$ cat src/rtl/core/fpe_pkg.sv
package fpe_pkg;

  // Datapath commands issued by the controller.
  typedef enum logic [2:0] {
    CMD_NONE,
    CMD_LOAD,
    CMD_SQUARE,
    CMD_SQRT,
    CMD_DIV,
    CMD_FINISH
  } fpe_cmd_e;

  typedef struct packed {
    fpe_cmd_e   cmd;
    logic [2:0] plane;
    logic [1:0] comp;
    logic [1:0] sq_step;
  } fpe_ctrl_t;

  typedef struct packed {
    logic zero_len;
    logic sqrt_done;
    logic div_done;
  } fpe_stat_t;

  localparam logic [2:0] NumPlanes = 3'd6;
  localparam logic [2:0] FarPlane  = 3'd5;
  localparam logic [1:0] RowLast   = 2'd3;

endpackage

$ cat src/rtl/core/fpe_ctrl.sv
module fpe_ctrl import fpe_pkg::*; (
  input  logic      clk_i,
  input  logic      rst_ni,
  input  logic      start_i,
  input  logic      out_free_i,
  input  fpe_stat_t stat_i,
  output fpe_ctrl_t ctrl_o,
  output logic      busy_o,
  output logic      emit_o
);

  typedef enum logic [2:0] {
    ST_IDLE, ST_LOAD, ST_SQ, ST_SQRT, ST_DIV, ST_EMIT
  } state_e;

  state_e     state_q;
  logic [2:0] plane_q;
  logic [1:0] comp_q, sq_q;
  logic       kick_q;

  assign busy_o = (state_q != ST_IDLE);
  assign emit_o = (state_q == ST_EMIT) && out_free_i;

  // Commands follow directly from the state and counters.
  always_comb begin
    ctrl_o         = '0;
    ctrl_o.plane   = plane_q;
    ctrl_o.comp    = comp_q;
    ctrl_o.sq_step = sq_q;
    unique case (state_q)
      ST_LOAD: ctrl_o.cmd = CMD_LOAD;
      ST_SQ:   ctrl_o.cmd = CMD_SQUARE;
      ST_SQRT: ctrl_o.cmd = kick_q ? CMD_SQRT : CMD_NONE;
      ST_DIV:  ctrl_o.cmd = kick_q ? CMD_DIV : CMD_NONE;
      ST_EMIT: ctrl_o.cmd = emit_o ? CMD_FINISH : CMD_NONE;
      default: ctrl_o.cmd = CMD_NONE;
    endcase
  end

  // Sequence: load plane, square terms, root, four divisions (skipped for a zero-length plane), emit.
  always_ff @(posedge clk_i or negedge rst_ni) begin
    if (!rst_ni) begin
      state_q <= ST_IDLE;
      plane_q <= '0;
      comp_q  <= '0;
      sq_q    <= '0;
      kick_q  <= 1'b0;
    end else begin
      kick_q <= 1'b0;
      unique case (state_q)
        ST_IDLE: if (start_i) begin
          state_q <= ST_LOAD;
          plane_q <= '0;
        end
        ST_LOAD: begin
          state_q <= ST_SQ;
          sq_q    <= '0;
        end
        ST_SQ: begin
          sq_q <= sq_q + 2'd1;
          if (sq_q == 2'd2) begin
            state_q <= ST_SQRT;
            kick_q  <= 1'b1;
          end
        end
        ST_SQRT: if (!kick_q && stat_i.sqrt_done) begin
          if (stat_i.zero_len) begin
            state_q <= ST_EMIT;
          end else begin
            state_q <= ST_DIV;
            comp_q  <= '0;
            kick_q  <= 1'b1;
          end
        end
        ST_DIV: if (!kick_q && stat_i.div_done) begin
          if (comp_q == 2'd3) begin
            state_q <= ST_EMIT;
          end else begin
            comp_q <= comp_q + 2'd1;
            kick_q <= 1'b1;
          end
        end
        ST_EMIT: if (out_free_i) begin
          if (plane_q == FarPlane) begin
            state_q <= ST_IDLE;
          end else begin
            plane_q <= plane_q + 3'd1;
            state_q <= ST_LOAD;
          end
        end
        default: state_q <= ST_IDLE;
      endcase
    end
  end

endmodule

$ cat config.mk
export PLATFORM = sky130hd
export DESIGN_NAME = fpe_ctrl
export DESIGN_NICKNAME = d
export VERILOG_FILES = /design/src/rtl/core/fpe_pkg.sv /design/src/rtl/core/fpe_ctrl.sv
export SDC_FILE = /design/constraint.sdc
export NUM_CORES = 1
export LEC_CHECK = 0
export BUFFER_PORTS_ARGS = -buffer_cell sky130_fd_sc_hd__buf_4
export CAP_MARGIN = 5
export CORE_ASPECT_RATIO = 1.2
export CORE_MARGIN = 3
export CORE_UTILIZATION = 45
export DETAILED_ROUTE_END_ITERATION = 8
export GPL_ROUTABILITY_DRIVEN = 0
export HOLD_SLACK_MARGIN = 0.06
export PLACE_DENSITY = 0.69
export SYNTH_ARGS = -nofsm -noshare
export SYNTH_HDL_FRONTEND = slang
export SYNTH_SLANG_ARGS = --single-unit
$ cat constraint.sdc
create_clock -name clk_i -period 2.2 [get_ports clk_i]
set_input_delay 0.66 -clock clk_i [delete_from_list [all_inputs] [get_ports clk_i]]
set_output_delay 0.66 -clock clk_i [all_outputs]
set_load 0.02 [all_outputs]
==> results of run 1 <==
[cells in the final DEF, fill, tap and decap left out, types with 4 or more instances in the layout]
cell type,synthesis,final
sky130_fd_sc_hd__buf_4,0,23
sky130_fd_sc_hd__nand3_1,4,4
sky130_fd_sc_hd__a21oi_1,6,6
sky130_fd_sc_hd__ha_1,5,5
sky130_fd_sc_hd__dfrtp_1,11,8
sky130_fd_sc_hd__nand2_1,14,14
sky130_fd_sc_hd__o21ai_0,6,6
sky130_fd_sc_hd__inv_1,6,6
sky130_fd_sc_hd__nor2_1,6,6
[path summary, 6_finish.rpt]
check                           slack, ns         end  depth (start not counted)        from
worst max-delay path                 0.06   ctrl_o[9]                          4  state_q[2]
worst min-delay path                 0.20     sq_q[1]                          1      rst_ni
worst max register to register       0.36   comp_q[0]                          5  state_q[1]
worst min register to register       0.54   comp_q[0]                          1   comp_q[0]
max in group asynchronous            1.83  state_q[0]                          1      rst_ni
min in group clk_i                   0.54   comp_q[0]                          1   comp_q[0]
[metrics by stage]
stage	instance area, um2	hold WS [ns]	setup TNS, ns	cells
after floorplan	776	0.364	0	92
final	986	0.204	0	134
after global routing	986	0.194	-0.00785	134
after global placement	927	0.495	0	126
after detailed placement	927	0.503	0	126
after CTS	957	0.201	0	130
[flip-flops by register name, summed over array words and instances (netlist names)]
name / count
kick_q: 1
state_q: 3
comp_q: 2
sq_q: 2
plane_q: 3
[critical path, stage by stage, from the launching register on]
cell,delay [ns]
sky130_fd_sc_hd__dfrtp_2,0.46
sky130_fd_sc_hd__ha_1,0.35
sky130_fd_sc_hd__nand2_1,0.06
sky130_fd_sc_hd__nor3_1,0.16
sky130_fd_sc_hd__buf_4,0.18
[per-layer routing]
metal | vias up | share of wire [%]
met3 | 4 | 4.6
li1 | 376 | -
met4 | 0 | 1.3
met1 | 341 | 44
met5 | - | 0
met2 | 15 | 50
[cell type report]
class	instances	area share, %
inverter	7	2.66
clock buffer	3	2.28
clock inverter	1	0.508
timing repair buffer	24	18.0
multi-input combinational	71	46.1
tap	17	2.16
sequential	11	28.3
[synthesized netlist by cell type (all sizes together)]
cell    count
or2         1
clkinv      1
buf         2
and4b       1
nor2        6
nor3        2
a31oi       2
o31ai       1
nor2b       3
mux2i       3
or3         2
a22o        1
nand2      14
nand3       4
inv         6
a22oi       1
ha          5
a21oi       6
o21ai       8
or4b        1
dfrtp      11
a211oi      3
mux2        2
or3b        1
nand2b      1
clkbuf      1
or2b        1
xnor2       1
nor4bb      1
[power by group]
part           switching, mW  internal, mW  leakage, nW
Clock                 0.0753        0.0674       0.0177
Combinational          0.428         0.405        0.330
Sequential             0.130         0.285        0.140
[cells by family after synthesis]
logic type	Yosys count	share of synthesized area [%]
and+or+nand+nor	38	26.0
AOI/OAI and AO/OA	22	16.6
DFF	11	35.5
buffers and inverters	10	5.97
muxes	5	6.77
adders and majority gates	5	8.06
xor gates and xnor gates	1	1.13
[what timing repair did]
| action | CTS | global route |
|---|---|---|
| endpoints found under the setup margin | 2 | 2 |
| gates cloned | 0 | 0 |
| setup buffers | 0 | 4 |
| resized for setup | 2 | 1 |
==> results_tabular.tex, run 1 <==
\begin{tabular}{lr}
\hline
Metric & Value \\
\hline
\multicolumn{2}{l}{\textbf{Status}} \\
Status & complete, no violations \\
\multicolumn{2}{l}{\textbf{Worst setup path}} \\
Arrival time at the worst endpoint & 1.48 ns \\
Endpoint kind of the worst setup timing path & primary output \\
Critical path fanouts, max & 9 \\
Type of the worst setup path & flop to primary output \\
Critical path startpoint category & flop \\
Endpoint required time on the critical path & 1.54 ns \\
\multicolumn{2}{l}{\textbf{GRT}} \\
Most congested layer reported by global routing & met2 \\
Met3 GRT Util & 3.87\% \\
Antenna violations before repair & 0 \\
GRT Overall Usage & 17.1\% \\
Number of global-route vias before repair & 659 \\
GR Layer Usage met1 & 20.8\% \\
Met2 capacity usage during global routing & 28.9\% \\
Largest net degree at the start of global routing & 17 \\
Grt total ovfl & 0 \\
Global-route wire length before repair & 2900 um \\
\multicolumn{2}{l}{\textbf{Route}} \\
Antenna viol nets, final & 0 \\
Via count & 736 \\
Detailed-router iteration count before antenna repair & 3 \\
Residual DRC count & 0 \\
Detail-routed net length per standard cell & 13.5 um \\
Initial DRC Count & 5 \\
Wire length reported by the detailed router & 1810 um \\
Routed via count divided by cell count & 5.49 \\
\multicolumn{2}{l}{\textbf{Worst hold path}} \\
Worst min-delay path class & primary input to async pin \\
\multicolumn{2}{l}{\textbf{CTS}} \\
Number of buffers added to fix hold violations after cts & 0 \\
H-tree depth & 1 \\
Root buffer cell & sky130\_fd\_sc\_hd\_\_clkbuf\_4 \\
Sinks on the clock net & 11 \\
Clock-pin transition on the worst setup and hold timing paths & 0.08 ns \\
Number of buffers created by CTS & 3 \\
TritonCTS clock tree & yes \\
Buffer depth of the longest clock path & 2 \\
Clock latency of the later-clocked register in the worst-skew pair & 0.27 ns \\
\multicolumn{2}{l}{\textbf{Floorplan}} \\
Core ar. & 1520 um2 \\
Die boundary height & 51.5 um \\
Io pins & 19 \\
Starting density of the core & 51.0\% \\
Die X & 43.9 um \\
Cell row count & 15 \\
Die Area & 2260 um2 \\
\multicolumn{2}{l}{\textbf{Synthesis}} \\
Gate count of the mapped netlist & 92 \\
Warning count from the yosys run & 0 \\
Cell type with the largest total area after synthesis & sky130\_fd\_sc\_hd\_\_dfrtp\_1 \\
Number of distinct standard cells referenced by the synthesized netlist & 31 \\
Biggest area contributors in the synthesized netlist & sky130\_fd\_sc\_hd\_\_dfrtp\_1 35\%, sky130\_fd\_sc\_hd\_\_ha\_1 8.1\%, sky130\_fd\_sc\_hd\_\_nand2\_1 6.8\% \\
Post-synthesis register bit count & 11 \\
Combined area of all synthesized cells & 776 um2 \\
Yosys top cell area share & 35.5\% \\
Synthesized area per cell & 8.43 um2 \\
Nets in the synthesized netlist & 104 \\
Sequential element share of the synthesized area & 35.5\% \\
\multicolumn{2}{l}{\textbf{Power and ir drop}} \\
IR Drop Worst-Case VDD & 0.853 mV \\
Power per Cell Area & 1410 nW/um2 \\
Leak Pwr & 0.488 nW \\
Sum of internal, switching and leakage power & 1.39 mW \\
\multicolumn{2}{l}{\textbf{Final layout}} \\
Total Nets Final & 130 \\
Fraction of final layout cells with drive strength greater than 1 & 30.8\% \\
Layout area overhead & 27.1\% \\
Storage element area & 279 um2 \\
Fill cells & 140 \\
Diodes inserted & 0 \\
Final cell utilization of the core & 64.9\% \\
Footprint of the multi-input gates & 454 um2 \\
\multicolumn{2}{l}{\textbf{STA}} \\
Pins Over Slew Limit & 0 \\
Min cycle time layout & 2.14 ns \\
Actual slew at the worst max-slew pin & 0.329 ns \\
Unrepaired setup endpoints after global routing & yes \\
Final Cycle Share & 97.1\% \\
F\_max & 468 MHz \\
Final setup violation count & 0 \\
Relative slew slack & 77.8\% \\
Worst-case setup margin in the final layout & 0.0631 ns \\
Count of endpoints failing hold in the final timing report & 0 \\
Fin Clk Skew & 0.000456 ns \\
\multicolumn{2}{l}{\textbf{Place}} \\
Estimated wirelength of the detail-placed design & 1360 um \\
IO Port Bufs & 18 \\
Pre-CTS setup slack & 0.187 ns \\
\multicolumn{2}{l}{\textbf{Flow run}} \\
Number of max-cap violations & 0 \\
\hline
\end{tabular}
(Power assumes the default switching activity.)
==> run 2: changes to the inputs <==
- CAP_MARGIN: 5 -> 20
- PLACE_DENSITY: 0.69 -> 0.72
- clock period: 2.2 -> 1.85 ns (I/O delays scaled with it)
==> run 2 against run 1 <==
  * The flow now finishes with violations (negative setup slack)
  * Non-clock buffer count rose by 9
  * Total power is 43% higher
  * First-iteration DRC count rose to 2.8 times the previous value
  * Cell area grew 14%
  * Highest routed layer unchanged
==> results_tabular.tex, run 2 (synthesis gave the netlist of run 1 again) <==
\begin{tabular}{lr}
\hline
Metric & Value \\
\hline
\multicolumn{2}{l}{\textbf{Status}} \\
Status & finished, violations left \\
Violated checks & negative setup slack \\
\multicolumn{2}{l}{\textbf{STA}} \\
Final-layout setup total negative slack & -0.180 ns (-0.180 ns) \\
Worst-case setup margin in the final layout & -0.0991 ns (-0.162 ns) \\
Unrepaired setup endpoints after global routing & yes \\
F\_max & 513 MHz \\
Final Cycle Share & 105\% \\
Final setup violation count & 3 (+3) \\
Pins Over Slew Limit & 0 (unchanged) \\
Relative slew slack & 76.3\% (-1.5 points) \\
Min cycle time layout & 1.95 ns \\
Fin Clk Skew & 0.0101 ns (+0.00969 ns) \\
Count of endpoints failing hold in the final timing report & 0 (unchanged) \\
Worst slack on hold paths & 0.0942 ns (-0.110 ns) \\
Actual slew at the worst max-slew pin & 0.354 ns (+0.0250 ns) \\
\multicolumn{2}{l}{\textbf{CTS}} \\
Clock latency of the later-clocked register in the worst-skew pair & 0.28 ns (about the same) \\
Clock-pin transition on the worst setup and hold timing paths & 0.08 ns (about the same) \\
H-tree depth & 1 (unchanged) \\
Root buffer cell & sky130\_fd\_sc\_hd\_\_clkbuf\_4 \\
Number of buffers created by CTS & 3 (unchanged) \\
TritonCTS clock tree & yes \\
Sinks on the clock net & 11 (unchanged) \\
Number of buffers added to fix hold violations after cts & 0 (unchanged) \\
Buffer depth of the longest clock path & 2 (unchanged) \\
\multicolumn{2}{l}{\textbf{Power and ir drop}} \\
Internal power summed over all cells & 1.10 mW (+45\%) \\
Leak Pwr & 0.551 nW (+13\%) \\
Fraction of power consumed by the clock network & 8.2\% (-2.1 points) \\
Switching power total & 0.889 mW (+41\%) \\
IR Drop Worst-Case VDD & 1.24 mV (+46\%) \\
Net switching share of the total power & 44.7\% (-0.78 points) \\
Combinational share of power & 67.6\% (+7.7 points) \\
Share of total power in sequential cells & 24.2\% (-5.7 points) \\
Power per Cell Area & 1770 nW/um2 (+25\%) \\
\multicolumn{2}{l}{\textbf{Worst setup path}} \\
Critical path fanouts, max & 5 (-4) \\
Critical path startpoint category & flop \\
Arrival time at the worst endpoint & 1.39 ns (-0.09 ns) \\
Endpoint kind of the worst setup timing path & primary output \\
Register-to-Register Setup Slack & 0.05 ns (-0.31 ns) \\
Endpoint required time on the critical path & 1.29 ns (-0.25 ns) \\
Type of the worst setup path & flop to primary output \\
\multicolumn{2}{l}{\textbf{Final layout}} \\
Layout area overhead & 44.8\% \\
Final cell utilization of the core & 73.9\% (+9.1 points) \\
Storage element area & 279 um2 (unchanged) \\
Number of cells in the finished layout apart from fillers & 143 (+6.7\%) \\
Diodes inserted & 0 (unchanged) \\
Leading cell types in the layout, fill and taps excluded & 30 x sky130\_fd\_sc\_hd\_\_buf\_4, 13 x sky130\_fd\_sc\_hd\_\_nand2\_1, 8 x sky130\_fd\_sc\_hd\_\_dfrtp\_1 \\
Total Nets Final & 139 (+6.9\%) \\
Regs by FF count & plane\_q x3, state\_q x3 \\
Most common cell after layout, fill and taps aside & sky130\_fd\_sc\_hd\_\_buf\_4 \\
Fraction of final layout cells with drive strength greater than 1 & 43.7\% (+13 points) \\
Fill cells & 105 (-25\%) \\
Footprint of the multi-input gates & 509 um2 (+12\%) \\
\multicolumn{2}{l}{\textbf{GRT}} \\
Grt total ovfl & 0 (unchanged) \\
Antenna violations before repair & 0 (unchanged) \\
Number of global-route vias before repair & 786 (+19\%) \\
Largest net degree at the start of global routing & 12 (-5) \\
GRT Overall Usage & 21.2\% (+4.1 points) \\
Global-route wire length before repair & 3560 um (+23\%) \\
\multicolumn{2}{l}{\textbf{Place}} \\
Estimated wirelength of the detail-placed design & 1430 um (+5.0\%) \\
Pre-CTS setup slack & 0.0482 ns (-0.139 ns) \\
Placed insts & 132 (+4.8\%) \\
IO Port Bufs & 18 (unchanged) \\
\multicolumn{2}{l}{\textbf{Floorplan}} \\
Cell row count & 15 (unchanged) \\
Io pins & 19 (unchanged) \\
Die boundary height & 51.5 um (unchanged) \\
Die Area & 2260 um2 (unchanged) \\
Die X & 43.9 um (unchanged) \\
Core ar. & 1520 um2 (unchanged) \\
Starting density of the core & 51.0\% (unchanged) \\
\multicolumn{2}{l}{\textbf{Route}} \\
Initial DRC Count & 14 (+9) \\
Via count & 813 (+10\%) \\
Wire length reported by the detailed router & 2200 um (+22\%) \\
Antenna viol nets, final & 0 (unchanged) \\
Residual DRC count & 0 (unchanged) \\
Routed via count divided by cell count & 5.69 (+3.5\%) \\
Detailed-router iteration count before antenna repair & 4 (+1) \\
Detail-routed net length per standard cell & 15.4 um (+14\%) \\
\multicolumn{2}{l}{\textbf{Flow run}} \\
Number of max-cap violations & 0 (unchanged) \\
\multicolumn{2}{l}{\textbf{Worst hold path}} \\
Worst min-delay path class & primary input to async pin \\
\hline
\end{tabular}
==> run 2: changes by cell type in the layout (fill, tap and decap cells not counted), sizes merged <==
cell and delta:
buf +10, clkbuf -1
==> run 2: worst paths after layout <==
path | start | cells past startpoint | endpoint
setup / recovery | state_q[2] | 4 | ctrl_o[9]
hold / removal | rst_ni | 1 | sq_q[1]
setup reg to reg | state_q[1] | 5 | comp_q[1]
hold reg to reg | comp_q[0] | 1 | comp_q[0]
max in group asynchronous | rst_ni | 1 | state_q[0]
min in group clk_i | comp_q[0] | 1 | comp_q[0]
==> run 2: through the flow <==
step | instance area [um2] | total power [mW]
detailed placement | 972 | 1.53
global route | 1120 | 2.14
floorplan | 776 | 1.14
global placement | 972 | 1.49
CTS | 1080 | 1.87
finish | 1120 | 1.99
==> run 2: critical path, stage by stage (launching register included) <==
cell                      delay, ns
sky130_fd_sc_hd__dfrtp_2       0.46
sky130_fd_sc_hd__ha_4          0.30
sky130_fd_sc_hd__nand2_2       0.05
sky130_fd_sc_hd__nor3_2        0.15
sky130_fd_sc_hd__buf_4         0.16
==> run 2: area by class of cell <==
type,count,share of cell area (%)
clock inverters,1,0.445
inverters,7,2.45
multi-input cells,71,45.3
well taps,17,1.89
clock buffers,3,2.00
repair buffers,33,23.1
flip-flops and latches,11,24.8
==> run 2: routing by layer <==
layer  track usage (%)  part of all wire (%)
met1              25.6                    42
met2              37.1                    53
met3              6.34                   5.3
met4              3.02                  0.27
met5                 0                     0
==> run 2: repair_timing <==
action,in CTS,in global routing
resized for setup,10,8
buffers inserted,6,1
setup endpoints to repair,4,7
pin swaps,3,3
==> run 2: power by group through the flow <==
| stage | sequential [mW] | combinational, mW | clock, mW |
|---|---|---|---|
| after floorplan | 0.479 | 0.661 | 0 |
| after global placement | 0.453 | 1.04 | 0 |
| after detailed placement | 0.462 | 1.07 | 0 |
| after CTS | 0.469 | 1.24 | 0.165 |
| after global routing | 0.497 | 1.46 | 0.179 |
| final | 0.480 | 1.34 | 0.163 |
==> run 3: changes to the inputs <==
- CTS_BUF_LIST: default -> sky130_fd_sc_hd__clkbuf_16
==> run 3 against run 2 <==
  * The flow still finishes with violations (negative setup slack)
  * Maximum frequency is 1.8% higher
  * Global-route usage is 1.8 points lower
  * Total power is 5.4% higher
  * Largest cell class unchanged
==> results_tabular.tex, run 3 (synthesis gave the netlist of run 1 again) <==
\begin{tabular}{lr}
\hline
Metric & Value \\
\hline
\multicolumn{2}{l}{\textbf{Status}} \\
Status & finished, violations left \\
Violated checks & negative setup slack \\
\multicolumn{2}{l}{\textbf{Final layout}} \\
Diodes inserted & 0 (unchanged) \\
Leading cell types in the layout, fill and taps excluded & 30 x sky130\_fd\_sc\_hd\_\_buf\_4, 13 x sky130\_fd\_sc\_hd\_\_nand2\_1, 8 x sky130\_fd\_sc\_hd\_\_dfrtp\_1 \\
Number of cells in the finished layout apart from fillers & 141 (-1.4\%) \\
Final cell utilization of the core & 74.2\% (+0.33 points) \\
Most common cell after layout, fill and taps aside & sky130\_fd\_sc\_hd\_\_buf\_4 \\
Total Nets Final & 137 (-1.4\%) \\
Layout area overhead & 45.5\% \\
Fraction of final layout cells with drive strength greater than 1 & 39.5\% (-4.1 points) \\
Fill cells & 105 (unchanged) \\
Regs by FF count & plane\_q x3, state\_q x3 \\
\multicolumn{2}{l}{\textbf{Route}} \\
Initial DRC Count & 16 (+2) \\
Detailed-router iteration count before antenna repair & 4 (unchanged) \\
Detail-routed net length per standard cell & 14.2 um (-7.8\%) \\
Antenna viol nets, final & 0 (unchanged) \\
Residual DRC count & 0 (unchanged) \\
Via count & 765 (-5.9\%) \\
Routed via count divided by cell count & 5.43 (-4.6\%) \\
Wire length reported by the detailed router & 2000 um (-9.0\%) \\
\multicolumn{2}{l}{\textbf{Worst setup path}} \\
End of the worst register-to-register path & comp\_q[1] \\
Register-to-Register Path Depth & 5 (unchanged) \\
Type of the worst setup path & flop to primary output \\
Capture point of the critical path & ctrl\_o[9] \\
Endpoint required time on the critical path & 1.29 ns (about the same) \\
Worst setup path startpoint & state\_q[2] \\
Critical R2R Launch & state\_q[1] \\
Critical path fanouts, max & 5 (unchanged) \\
Endpoint kind of the worst setup timing path & primary output \\
Critical path startpoint category & flop \\
Register-to-Register Setup Slack & 0.06 ns (about the same) \\
Arrival time at the worst endpoint & 1.36 ns (-0.03 ns) \\
\multicolumn{2}{l}{\textbf{Place}} \\
Placed insts & 132 (unchanged) \\
IO Port Bufs & 18 (unchanged) \\
Pre-CTS setup slack & 0.0482 ns (unchanged) \\
Estimated wirelength of the detail-placed design & 1430 um (unchanged) \\
\multicolumn{2}{l}{\textbf{Worst hold path}} \\
Worst min-delay path class & primary input to async pin \\
\multicolumn{2}{l}{\textbf{CTS}} \\
Number of buffers created by CTS & 3 (unchanged) \\
Root buffer cell & sky130\_fd\_sc\_hd\_\_clkbuf\_16 \\
H-tree depth & 1 (unchanged) \\
Sinks on the clock net & 11 (unchanged) \\
Buffer depth of the longest clock path & 2 (unchanged) \\
Clock latency of the later-clocked register in the worst-skew pair & 0.24 ns (-0.04 ns) \\
TritonCTS clock tree & yes \\
Clock-pin transition on the worst setup and hold timing paths & 0.04 ns (-0.04 ns) \\
\multicolumn{2}{l}{\textbf{STA}} \\
Final Cycle Share & 104\% (-1.8 points) \\
Relative slew slack & 74.8\% (-1.5 points) \\
Count of endpoints failing hold in the final timing report & 0 (unchanged) \\
Actual slew at the worst max-slew pin & 0.376 ns (+0.0223 ns) \\
F\_max & 522 MHz (+1.8\%) \\
Final setup violation count & 2 (-1) \\
Fin Clk Skew & 0.00260 ns (-0.00754 ns) \\
Final-layout setup total negative slack & -0.0764 ns (+0.103 ns) \\
Unrepaired setup endpoints after global routing & yes \\
Pins Over Slew Limit & 0 (unchanged) \\
Min cycle time layout & 1.91 ns (-0.0341 ns) \\
Worst-case setup margin in the final layout & -0.0650 ns (+0.0341 ns) \\
\multicolumn{2}{l}{\textbf{Power and ir drop}} \\
Fraction of power consumed by the clock network & 18.4\% (+10 points) \\
Power per Cell Area & 1860 nW/um2 (+4.9\%) \\
Leak Pwr & 0.553 nW (+0.41\%) \\
Combinational share of power & 59.1\% (-8.5 points) \\
Share of total power in sequential cells & 22.4\% (-1.8 points) \\
Internal power summed over all cells & 1.25 mW (+14\%) \\
Net switching share of the total power & 40.5\% (-4.3 points) \\
IR Drop Worst-Case VDD & 1.58 mV (+27\%) \\
Switching power total & 0.848 mW (-4.7\%) \\
\multicolumn{2}{l}{\textbf{GRT}} \\
Grt total ovfl & 0 (unchanged) \\
Number of global-route vias before repair & 770 (-2.0\%) \\
GRT Overall Usage & 19.5\% (-1.8 points) \\
Largest net degree at the start of global routing & 12 (unchanged) \\
Antenna violations before repair & 0 (unchanged) \\
Global-route wire length before repair & 3280 um (-7.8\%) \\
\multicolumn{2}{l}{\textbf{Floorplan}} \\
Starting density of the core & 51.0\% (unchanged) \\
Die Area & 2260 um2 (unchanged) \\
Io pins & 19 (unchanged) \\
Die boundary height & 51.5 um (unchanged) \\
Cell row count & 15 (unchanged) \\
Core ar. & 1520 um2 (unchanged) \\
Die X & 43.9 um (unchanged) \\
\multicolumn{2}{l}{\textbf{Flow run}} \\
Number of max-cap violations & 0 (unchanged) \\
\hline
\end{tabular}
[run 3: changes by cell type in the layout (fill, tap and decap cells not counted), sizes merged]
cell	delta
buf	-2
[run 3: per-layer routing]
layer | track usage (%) | routed length (um)
met1 | 24.2 | 863
met2 | 31.6 | 1040
met3 | 6.34 | 89
met4 | 5.53 | 12
met5 | 0 | 0
[run 3: per-stage QoR]
stage               power, mW  cell area, um2  hold WS, ns
global route             2.24            1130        0.145
global placement         1.49             972        0.396
CTS                      2.06            1110        0.145
detailed placement       1.53             972        0.396
finish                   2.09            1130        0.143
floorplan                1.14             776        0.259
[run 3: how the worst min path moves through the flow]
stage | slack (ns) | cells after the start | endpoint
floorplan | 0.26 | 0 | comp_q[0]
global placement | 0.40 | 1 | sq_q[1]
detailed placement | 0.40 | 1 | sq_q[1]
CTS | 0.14 | 1 | sq_q[1]
global route | 0.14 | 1 | sq_q[1]
finish | 0.14 | 1 | sq_q[1]
[run 3: worst max-delay path, cell delays in order, from the launching register on]
cell and delay, ns:
sky130_fd_sc_hd__dfrtp_2 0.45, sky130_fd_sc_hd__ha_4 0.31, sky130_fd_sc_hd__nand2_2 0.05, sky130_fd_sc_hd__nor3_2 0.15
sky130_fd_sc_hd__buf_4 0.16
[run 3: what timing repair did]
| action | 4_1_cts | 5_1_grt |
|---|---|---|
| gates cloned | 0 | 0 |
| hold buffers | 0 | 0 |
| resized for setup | 9 | 2 |
| endpoints found under the setup margin | 3 | 6 |
| setup buffers | 4 | 1 |
| pin swaps | 2 | 2 |
[run 3: final cells by class]
class	instances	area (um2)	share of cell area, %
Multi-Input combinational cell	71	484	42.9
Sequential cell	11	279	24.7
Timing Repair Buffer	31	236	21.0
Clock buffer	3	75.1	6.65
Inverter	7	27.5	2.44
Tap cell	17	21.3	1.88
Clock inverter	1	5.00	0.443
[run 3: power groups by stage]
stage | sequential [mW] | clock (mW) | combinational, mW
4_1_cts | 0.469 | 0.394 | 1.19
2_1_floorplan | 0.479 | 0 | 0.661
6_report | 0.470 | 0.386 | 1.24
5_1_grt | 0.491 | 0.402 | 1.35
3_5_place_dp | 0.462 | 0 | 1.07
3_3_place_gp | 0.453 | 0 | 1.04
